`config.mk`:
```
export PLATFORM = sky130hd
export DESIGN_NAME = tas_addr_unit
export DESIGN_NICKNAME = d
export VERILOG_FILES = /design/src/sv/tas_pkg.sv /design/src/sv/tas_addr_unit.sv
export SDC_FILE = /design/constraint.sdc
export NUM_CORES = 1
export LEC_CHECK = 0
export BUFFER_PORTS_ARGS = -buffer_cell sky130_fd_sc_hd__buf_2
export CAP_MARGIN = 15
export CORE_AREA = 2 2 39 41
export DETAILED_ROUTE_END_ITERATION = 16
export DIE_AREA = 0 0 41 43
export GPL_TIMING_DRIVEN = 1
export SLEW_MARGIN = 20
export SYNTH_ARGS = -nofsm -noshare
export SYNTH_HDL_FRONTEND = slang
export SYNTH_SLANG_ARGS = --single-unit
export TNS_END_PERCENT = 1
```
`constraint.sdc`:
```
create_clock -name vclk -period 1.6
set_input_delay 0.24 -clock vclk [all_inputs]
set_output_delay 0.24 -clock vclk [all_outputs]
set_load 0.05 [all_outputs]
```
`src/sv/tas_pkg.sv`:
```
`default_nettype none
package tas_pkg;

	// fixed field widths
	localparam int CMD_W      = 3;
	localparam int TYPE_W     = 6;
	localparam int ADDR_W     = 9;
	localparam int BYTE_W     = 8;
	localparam int POS_W      = 9;
	localparam int COUNT_W    = 8;
	localparam int CFG_IDX_W  = 2;
	localparam int CFG_DATA_W = 8;

	// command codes
	localparam logic [CMD_W-1:0] CMD_TICK       = 3'd0;
	localparam logic [CMD_W-1:0] CMD_START      = 3'd1;
	localparam logic [CMD_W-1:0] CMD_HALT       = 3'd2;
	localparam logic [CMD_W-1:0] CMD_RESTART    = 3'd3;
	localparam logic [CMD_W-1:0] CMD_WRITE_BYTE = 3'd4;
	localparam logic [CMD_W-1:0] CMD_WRITE_BASE = 3'd5;
	localparam logic [CMD_W-1:0] CMD_READ       = 3'd6;

	// register indexes and reset values
	localparam logic [CFG_IDX_W-1:0]  REG_LOOP_CODE = 2'd0;
	localparam logic [CFG_IDX_W-1:0]  REG_HALT_CODE = 2'd1;
	localparam logic [CFG_DATA_W-1:0] LOOP_CODE_RST = 8'hFF;
	localparam logic [CFG_DATA_W-1:0] HALT_CODE_RST = 8'h00;

	// address unit operations
	typedef enum logic [1:0] {
		AOP_REDUCE,
		AOP_INC1,
		AOP_INC2
	} addr_op_t;

	typedef struct packed {
		logic [CMD_W-1:0]  command;
		logic [TYPE_W-1:0] entry_type;
		logic [ADDR_W-1:0] address;
		logic [BYTE_W-1:0] byte_value;
		logic              base_enable;
	} in_item_t;

	typedef struct packed {
		logic [BYTE_W-1:0]  frame_character;
		logic [POS_W-1:0]   frame_position;
		logic [COUNT_W-1:0] hold_count;
	} out_item_t;

endpackage
`default_nettype wire

```
`src/sv/tas_addr_unit.sv`:
```
`default_nettype none
// shared address adder: add 0/1/2, then fold once modulo the table size
module tas_addr_unit #(
	parameter int TABLE_BYTES = 512,
	localparam int AW = $clog2(TABLE_BYTES),
	localparam int OW = ((AW > tas_pkg::ADDR_W) ? AW : tas_pkg::ADDR_W) + 1
) (
	input  wire tas_pkg::addr_op_t op,
	input  wire logic [OW-1:0]     operand,
	output logic [OW-1:0]          res,
	output logic                   over
);
	import tas_pkg::*;

	logic [OW-1:0] inc;
	logic [OW-1:0] sum;

	always_comb begin
		case (op)
			AOP_REDUCE: inc = '0;
			AOP_INC1:   inc = OW'(1);
			AOP_INC2:   inc = OW'(2);
			default:    inc = '0;
		endcase
	end

	assign sum  = operand + inc;
	assign over = (sum >= OW'(TABLE_BYTES));
	assign res  = over ? (sum - OW'(TABLE_BYTES)) : sum;

endmodule
`default_nettype wire

```
==> results of run 1 <==
layer usage:
metal / global-route usage / up-vias
li1: - / 150
met1: 0.0863 / 145
met2: 0.134 / 10
met3: 0 / 0
met4: 0 / 0
met5: 0 / -
metrics by stage:
step | hold WS, ns | area (um^2)
floorplan | 0.597 | 308
global placement | 0.838 | 460
detailed placement | 0.840 | 460
CTS | 0.795 | 510
global route | 0.804 | 562
finish | 0.793 | 562
power by group:
| part | switching, mW | internal [mW] | leakage (nW) |
|---|---|---|---|
| sequential | 0 | 0 | 0 |
| combinational | 0.131 | 0.0915 | 0.297 |
| clock | 0 | 0 | 0 |
logic make-up (layout without fill, tap and decap cells):
| kind of cell | count (synthesis) | count (layout) | share of synthesized area |
|---|---|---|---|
| AO/OA/AOI/OAI | 1 | 1 | 0.0326 |
| XOR/XNOR | 8 | 8 | 0.304 |
| adder cells (fa/ha/maj) | 3 | 3 | 0.196 |
| buffers and inverters | 5 | 32 | 0.0978 |
| other | 1 | 1 | 0.0163 |
| AND/OR/NAND/NOR | 12 | 12 | 0.353 |
repair_timing:
item                       4_1_cts  5_1_grt
gates resized for setup         17        9
setup endpoints to repair        9        9
buffers inserted                 0        2
pin swaps                        2        4
tightest hold or removal path, cell delays in order:
cell	delay, ns
buf_2	0.10
xnor2_2	0.07
buf_6	0.14
worst max-delay path by stage:
| stage | start | to | slack (ns) | cells after the start |
|---|---|---|---|---|
| global placement | op[1] | res[6] | -0.58 | 9 |
| global route | op[1] | res[6] | -0.53 | 9 |
| floorplan | op[0] | res[6] | -0.39 | 7 |
| finish | op[1] | res[6] | -0.49 | 9 |
| detailed placement | op[1] | res[6] | -0.59 | 9 |
| CTS | op[1] | res[6] | -0.48 | 9 |
layout make-up:
cell class / count / area, um^2
Fill cell: 152 / 822
Inverter: 4 / 15.0
Multi-Input combinational cell: 25 / 307
Tap cell: 16 / 20.0
Timing Repair Buffer: 28 / 220
cells in the final DEF (no fill, tap or decap):
cell type and n:
a21o_1 1, and2_2 1, and2b_2 1, and4_4 1
buf_2 11, buf_4 7, buf_6 10, conb_1 1
fa_2 1, ha_1 1, ha_4 1, inv_1 2
inv_2 2, nand2_1 2, nand2b_1 1, nand3_1 2
nand4_1 2, nand4_2 1, nor2b_4 1, xnor2_1 1
xnor2_2 5, xnor2_4 2
==> flow_summary.yaml, run 1 <==
outcome:
  status: "finished, violations left"
  violations: "negative setup slack"
finish:
  fin_util: 0.406
  seq_area_um2: 0
  nets: 74
  drive_above_1_share: 0.772
  synthToLayoutAreaGrowth_pct: 144
  instances_no_fill: 73
  nClkBuffers: 0
  diodes: 0
  n_sequential_cell: 0
drt:
  via_per_inst: 4.18
  top_layer_used: "met3"
  drtIter0Drc: 1
  drc: 0
  via_count: 305
  drtAntennaViolNets: 0
  routed_wl_um: 692
  drt-met1-wl_um: 230
  first_pass_iters: 2
  wl_met3_um: 32
  met2WireLength_um: 429
  avgRoutedWirePerCell_um: 9.48
critical_path:
  critical-path-top-delay-family: "simple AND/OR/NAND/NOR gates"
  critPathBufInv: 3
  worst_ep_arrival_time_ns: 1.85
  cp_common_cell: "buf_6"
  critPathRequiredTime_ns: 1.36
  slowest_delay_ns: 0.37
  cp_slowest_cell: "fa_2"
  path_cells: "buf_6 > nor2b_4 > ha_4 > inv_2 > fa_2 > and2b_2 > nand4_1 > xnor2_4 > buf_6"
  cp-start-kind: "primary input"
  path_class: "primary input to primary output"
  worst-path-max-fanout: 3
  cp-end-kind: "primary output"
synth:
  netlist_top_cells_count: "xnor2_1, inv_1"
  yosysMostFrequentCell: "xnor2_1"
  yosysTopAreaCell: "xnor2_1"
  syn_area_per_cell_um2: 7.67
  yosys-top-cells-area: "xnor2_1, ha_1, fa_1"
  synth_nets: 45
  synth_cells: 30
  yosysTopAreaCellShare: 0.304
  netlist_area_um2: 230
  synth_warnings: 0
  synth_seq_area_share: 0
  synth_cell_types: 16
timing:
  grt_setup_unrepaired: "true"
  setup_tns_ns: -1.87
  period_share: 1.30
  setup_viol_count_final: 9
  fmax_ghz: 0.479
  worst_slack_ns: -0.487
  slew_violations: 0
  hold_viol: 0
  fin_crit_ns: 2.09
flow_run:
  cap_viol_max_count: 0
global_route:
  grt_first_pass_wirelength_um: 938
  grt_pass1_vias: 260
  grt_max_degree: 6
  overflow: 0
  grt_use_total: 0.0701
  antenna_found_initial: 0
die:
  fp-row-count: 14
  start_util: 0.166
  die_h_um: 43
  die_w_um: 41
  fp.coreArea_um2: 1380
  num_io_pins: 23
  die_area_um2: 1760
power:
  total_power_mw: 0.222
  p_leak_nw: 0.297
  peakVddDrop_v: 0.000165
  power.density_nw_per_um2: 395
placement:
  placed_cells: 71
  dp_hpwl_um: 536
  port_buffers: 22
  post-place-ws_ns: -0.594
  place_congestion: 0.655
worst_hold_path:
  holdCritPathClass: "primary input to primary output"
  worstHoldStart: "operand[9]"
  holdPathEnd: "over"
  min_path_cells: 3
cts:
  cts_hold_buf: 0
Note: power is estimated with default switching activity, not from simulation.
==> run 2, diff against run 1 <==
ABC_AREA = 1   (was default)
GPL_ROUTABILITY_DRIVEN = 0   (was default)
==> flow_summary.yaml, run 2 <==
outcome:
  status: "finished, violations left"
  violations: "negative setup slack"
drt:
  routed_wl_um: 682
  first_pass_iters: 4
  via_count: 367
  drc: 0
  drtAntennaViolNets: 0
  drtIter0Drc: 12
  via_per_inst: 4.17
  avgRoutedWirePerCell_um: 7.75
placement:
  placed_cells: 88
  dp_hpwl_um: 605
  placedInstanceArea_um2: 464
  port_buffers: 22
finish:
  nets: 89
  seq_area_um2: 0
  diodes: 0
  synthToLayoutAreaGrowth_pct: 115
  nClkBuffers: 0
  layout_commonest_cell: "nand2_1"
  final_cell_mix: "nand2_1, buf_2, buf_6, inv_1, nand3_1"
  post-route-cell-area_um2: 567
  drive_above_1_share: 0.542
  instances_no_fill: 88
  n_sequential_cell: 0
timing:
  fin_crit_ns: 1.87
  fmax_ghz: 0.536
  hold_viol: 0
  setup_tns_ns: -0.821
  setup_viol_count_final: 5
  period_share: 1.17
  slew_violations: 0
  grt_setup_unrepaired: "true"
  worst_slack_ns: -0.265
die:
  die_h_um: 43
  die_area_um2: 1760
  die_w_um: 41
  start_util: 0.191
  fp-row-count: 14
  fp.coreArea_um2: 1380
  num_io_pins: 23
synth:
  synth_cells: 49
  yosysMostFrequentCell: "nand2_1"
  synth_nets: 64
  syn_area_per_cell_um2: 5.39
  netlist_top_cells_count: "nand2_1, inv_1, nand3_1"
  yosysTopAreaCell: "nand2_1"
  yosysTopAreaCellShare: 0.256
  synth_cell_types: 13
  synth_warnings: 0
  yosys-top-cells-area: "nand2_1, inv_1, ha_1"
  synth_seq_area_share: 0
  netlist_area_um2: 264
global_route:
  antenna_found_initial: 0
  grt_first_pass_wirelength_um: 1190
  grt_use_total: 0.0914
  grt_pass1_vias: 327
  grt_max_degree: 8
  overflow: 0
critical_path:
  worst-path-max-fanout: 3
  cp-end-kind: "primary output"
  critPathLaunch: "op[0]"
  critPathCapture: "res[8]"
  path_class: "primary input to primary output"
  cp-start-kind: "primary input"
  critPathRequiredTime_ns: 1.36
  worst_ep_arrival_time_ns: 1.63
power:
  total_power_mw: 0.218
  p_leak_nw: 0.294
  power.density_nw_per_um2: 384
  peakVddDrop_v: 0.000185
flow_run:
  cap_viol_max_count: 0
worst_hold_path:
  holdCritPathClass: "primary input to primary output"
cts:
  cts_hold_buf: 0
  post-cts-setup-buffer-count: 0
==> run 2: cell count changes in the layout (fill, tap and decap cells not counted), sizes merged, moves of 2 or more <==
cell | previous run | this run
nand3 | 2 | 5
nand3b | 0 | 3
nand4 | 3 | 0
xor2 | 0 | 2
xnor2 | 8 | 2
inv | 4 | 9
nor2 | 0 | 4
nand2 | 2 | 19
buf | 28 | 24
==> run 2: what timing repair did <==
item / CTS / global route
resized for setup: 26 / 6
setup endpoints to repair: 9 / 9
pin swaps: 4 / 7
==> run 2: logic make-up (layout without fill, tap and decap cells) <==
kind of cell  Yosys count  count (layout)  share of synthesized area
xor+xnor                4               4                      0.133
other cells             1               1                     0.0142
buf+inv                10              33                      0.156
simple gates           31              31                      0.526
fa+ha+maj               3               3                      0.171
==> run 2: per-stage QoR <==
step	hold WS (ns)	setup slack (ns)	util
global route	0.853	-0.366	0.410
floorplan	0.595	-0.213	-
CTS	0.828	-0.271	0.389
global placement	0.872	-0.389	0.335
detailed placement	0.874	-0.395	0.335
finish	0.826	-0.265	0.410
==> run 2: critical path: stages <==
cell and delay (ns):
buf_6 0.07, inv_4 0.03, nor2_4 0.10, ha_4 0.14
inv_2 0.04, fa_2 0.39, inv_2 0.07, nand2_2 0.05
nor2_4 0.15, nand2_1 0.07, nand2_1 0.07, nand2_2 0.05
buf_8 0.14
==> run 2: area by class of cell <==
type / count / area (um^2)
fill: 156 / 817
multi-input combinational: 39 / 313
timing repair buffer: 24 / 198
inverter: 9 / 36.3
tap: 16 / 20.0
==> run 2: metal layers <==
metal  GRT usage  vias up  part of all wire
met1       0.103      165              0.36
met2       0.172        9              0.57
met5           0        -                 0
met4      0.0267        0             0.034
li1            -      191                 -
met3           0        2             0.028
==> run 2: power breakdown <==
part / internal, mW / switching (mW) / total [mW]
logic: 0.0824 / 0.135 / 0.218
clock network: 0 / 0 / 0
registers: 0 / 0 / 0
==> run 2: worst min path at each step <==
stage / startpoint / to / slack (ns) / depth (start not counted)
4_1_cts: operand[9] / over / 0.83 / 4
3_3_place_gp: operand[9] / over / 0.87 / 4
2_1_floorplan: operand[6] / res[6] / 0.60 / 1
5_1_grt: operand[9] / over / 0.85 / 4
6_report: operand[9] / over / 0.83 / 4
3_5_place_dp: operand[9] / over / 0.87 / 4
==> run 3, diff against run 2 <==
GPL_TIMING_DRIVEN = 0   (was 1)
==> flow_summary.yaml, run 3 (synthesis results as in run 2) <==
outcome:
  violations: "negative setup slack"
  status: "finished, violations left"
timing:
  grt_setup_unrepaired: "true"
  fin_crit_ns: 1.80
  setup_viol_count_final: 4
  slew_violations: 0
  fmax_ghz: 0.556
  holdWs_ns: 0.829
  period_share: 1.13
  setup_tns_ns: -0.599
  worst_slack_ns: -0.200
  hold_viol: 0
die:
  die_h_um: 43
  start_util: 0.191
  fp-row-count: 14
  num_io_pins: 23
  die_w_um: 41
  die_area_um2: 1760
  fp.coreArea_um2: 1380
critical_path:
  slowest_delay_ns: 0.34
  path_class: "primary input to primary output"
  cp-start-kind: "primary input"
  critical-path-top-delay-family: "simple AND/OR/NAND/NOR gates"
  critPathBufInv: 4
  cp_slowest_cell: "fa_2"
  worst_ep_arrival_time_ns: 1.56
  critPathRequiredTime_ns: 1.36
  critPathLaunch: "op[1]"
  worst-path-max-fanout: 3
  path_cells: "buf_8 > nor2_4 > ha_4 > inv_2 > fa_2 > inv_2 > nand2_2 > nor2_4 > nand2_1 > nand2_1 > nand2_2 > buf_8"
  cp-end-kind: "primary output"
drt:
  drtAntennaViolNets: 0
  drc: 0
  first_pass_iters: 2
  via_count: 356
  via_per_inst: 4.05
  routed_wl_um: 675
  avgRoutedWirePerCell_um: 7.67
  drtIter0Drc: 4
finish:
  layout_commonest_cell: "nand2_1"
  fin_util: 0.410
  seq_area_um2: 0
  fill_cells: 149
  synthToLayoutAreaGrowth_pct: 115
  diodes: 0
  nets: 89
  n_sequential_cell: 0
  nClkBuffers: 0
  instances_no_fill: 88
  final_cell_mix: "nand2_1, buf_2, buf_6, inv_1, nand3_1"
  post-route-cell-area_um2: 568
  drive_above_1_share: 0.542
flow_run:
  cap_viol_max_count: 0
power:
  seqPwrFrac: 0
  power.switching_mw: 0.135
  peakVddDrop_v: 0.000163
  p_int_mw: 0.0830
  power.density_nw_per_um2: 384
  p_leak_nw: 0.295
  clkPwrFrac: 0
  total_power_mw: 0.218
  p_comb_frac: 1.000
  power_switching_share: 0.620
worst_hold_path:
  worstHoldStart: "operand[9]"
  holdCritPathClass: "primary input to primary output"
placement:
  post-place-ws_ns: -0.447
  dp_hpwl_um: 593
  placed_cells: 87
  placedInstanceArea_um2: 457
  port_buffers: 22
global_route:
  grt_first_pass_wirelength_um: 1010
  grt_pass1_vias: 281
  overflow: 0
  grt_use_total: 0.0763
  antenna_found_initial: 0
  grt_max_degree: 8
[run 3: per-layer routing]
layer | vias to the layer above | track usage | share of wire
met1 | 160 | 0.0836 | 0.38
met4 | 0 | 0 | 0
met2 | 5 | 0.156 | 0.60
met3 | 0 | 0 | 0.021
li1 | 191 | - | -
met5 | - | 0 | 0
[run 3: cell type report]
class	count	area [um^2]	area share
timing repair buffer	23	194	0.341
buffer	1	7.51	0.0132
inverter	9	33.8	0.0595
tap	16	20.0	0.0352
multi-input combinational	39	313	0.551
[run 3: final timing paths]
check,end,depth (start not counted)
worst max-delay path,res[8],12
worst min-delay path,over,4
[run 3: power groups by stage]
stage	Clock (mW)	Combinational, mW	Sequential (mW)
after floorplan	0	0.130	0
after global placement	0	0.175	0
after detailed placement	0	0.177	0
after CTS	0	0.212	0
after global routing	0	0.230	0
final	0	0.218	0
[run 3: what timing repair did]
action                                  4_1_cts  5_1_grt
pin swaps                                     9        9
setup buffers                                 1        0
resized for setup                            26        6
endpoints found under the setup margin        9        9
hold buffers                                  0        0
[run 3: worst min-delay path, delay by kind of cell]
family | cells | cell delay (ns)
buf+inv | 2 | 0.24
simple gates | 2 | 0.11
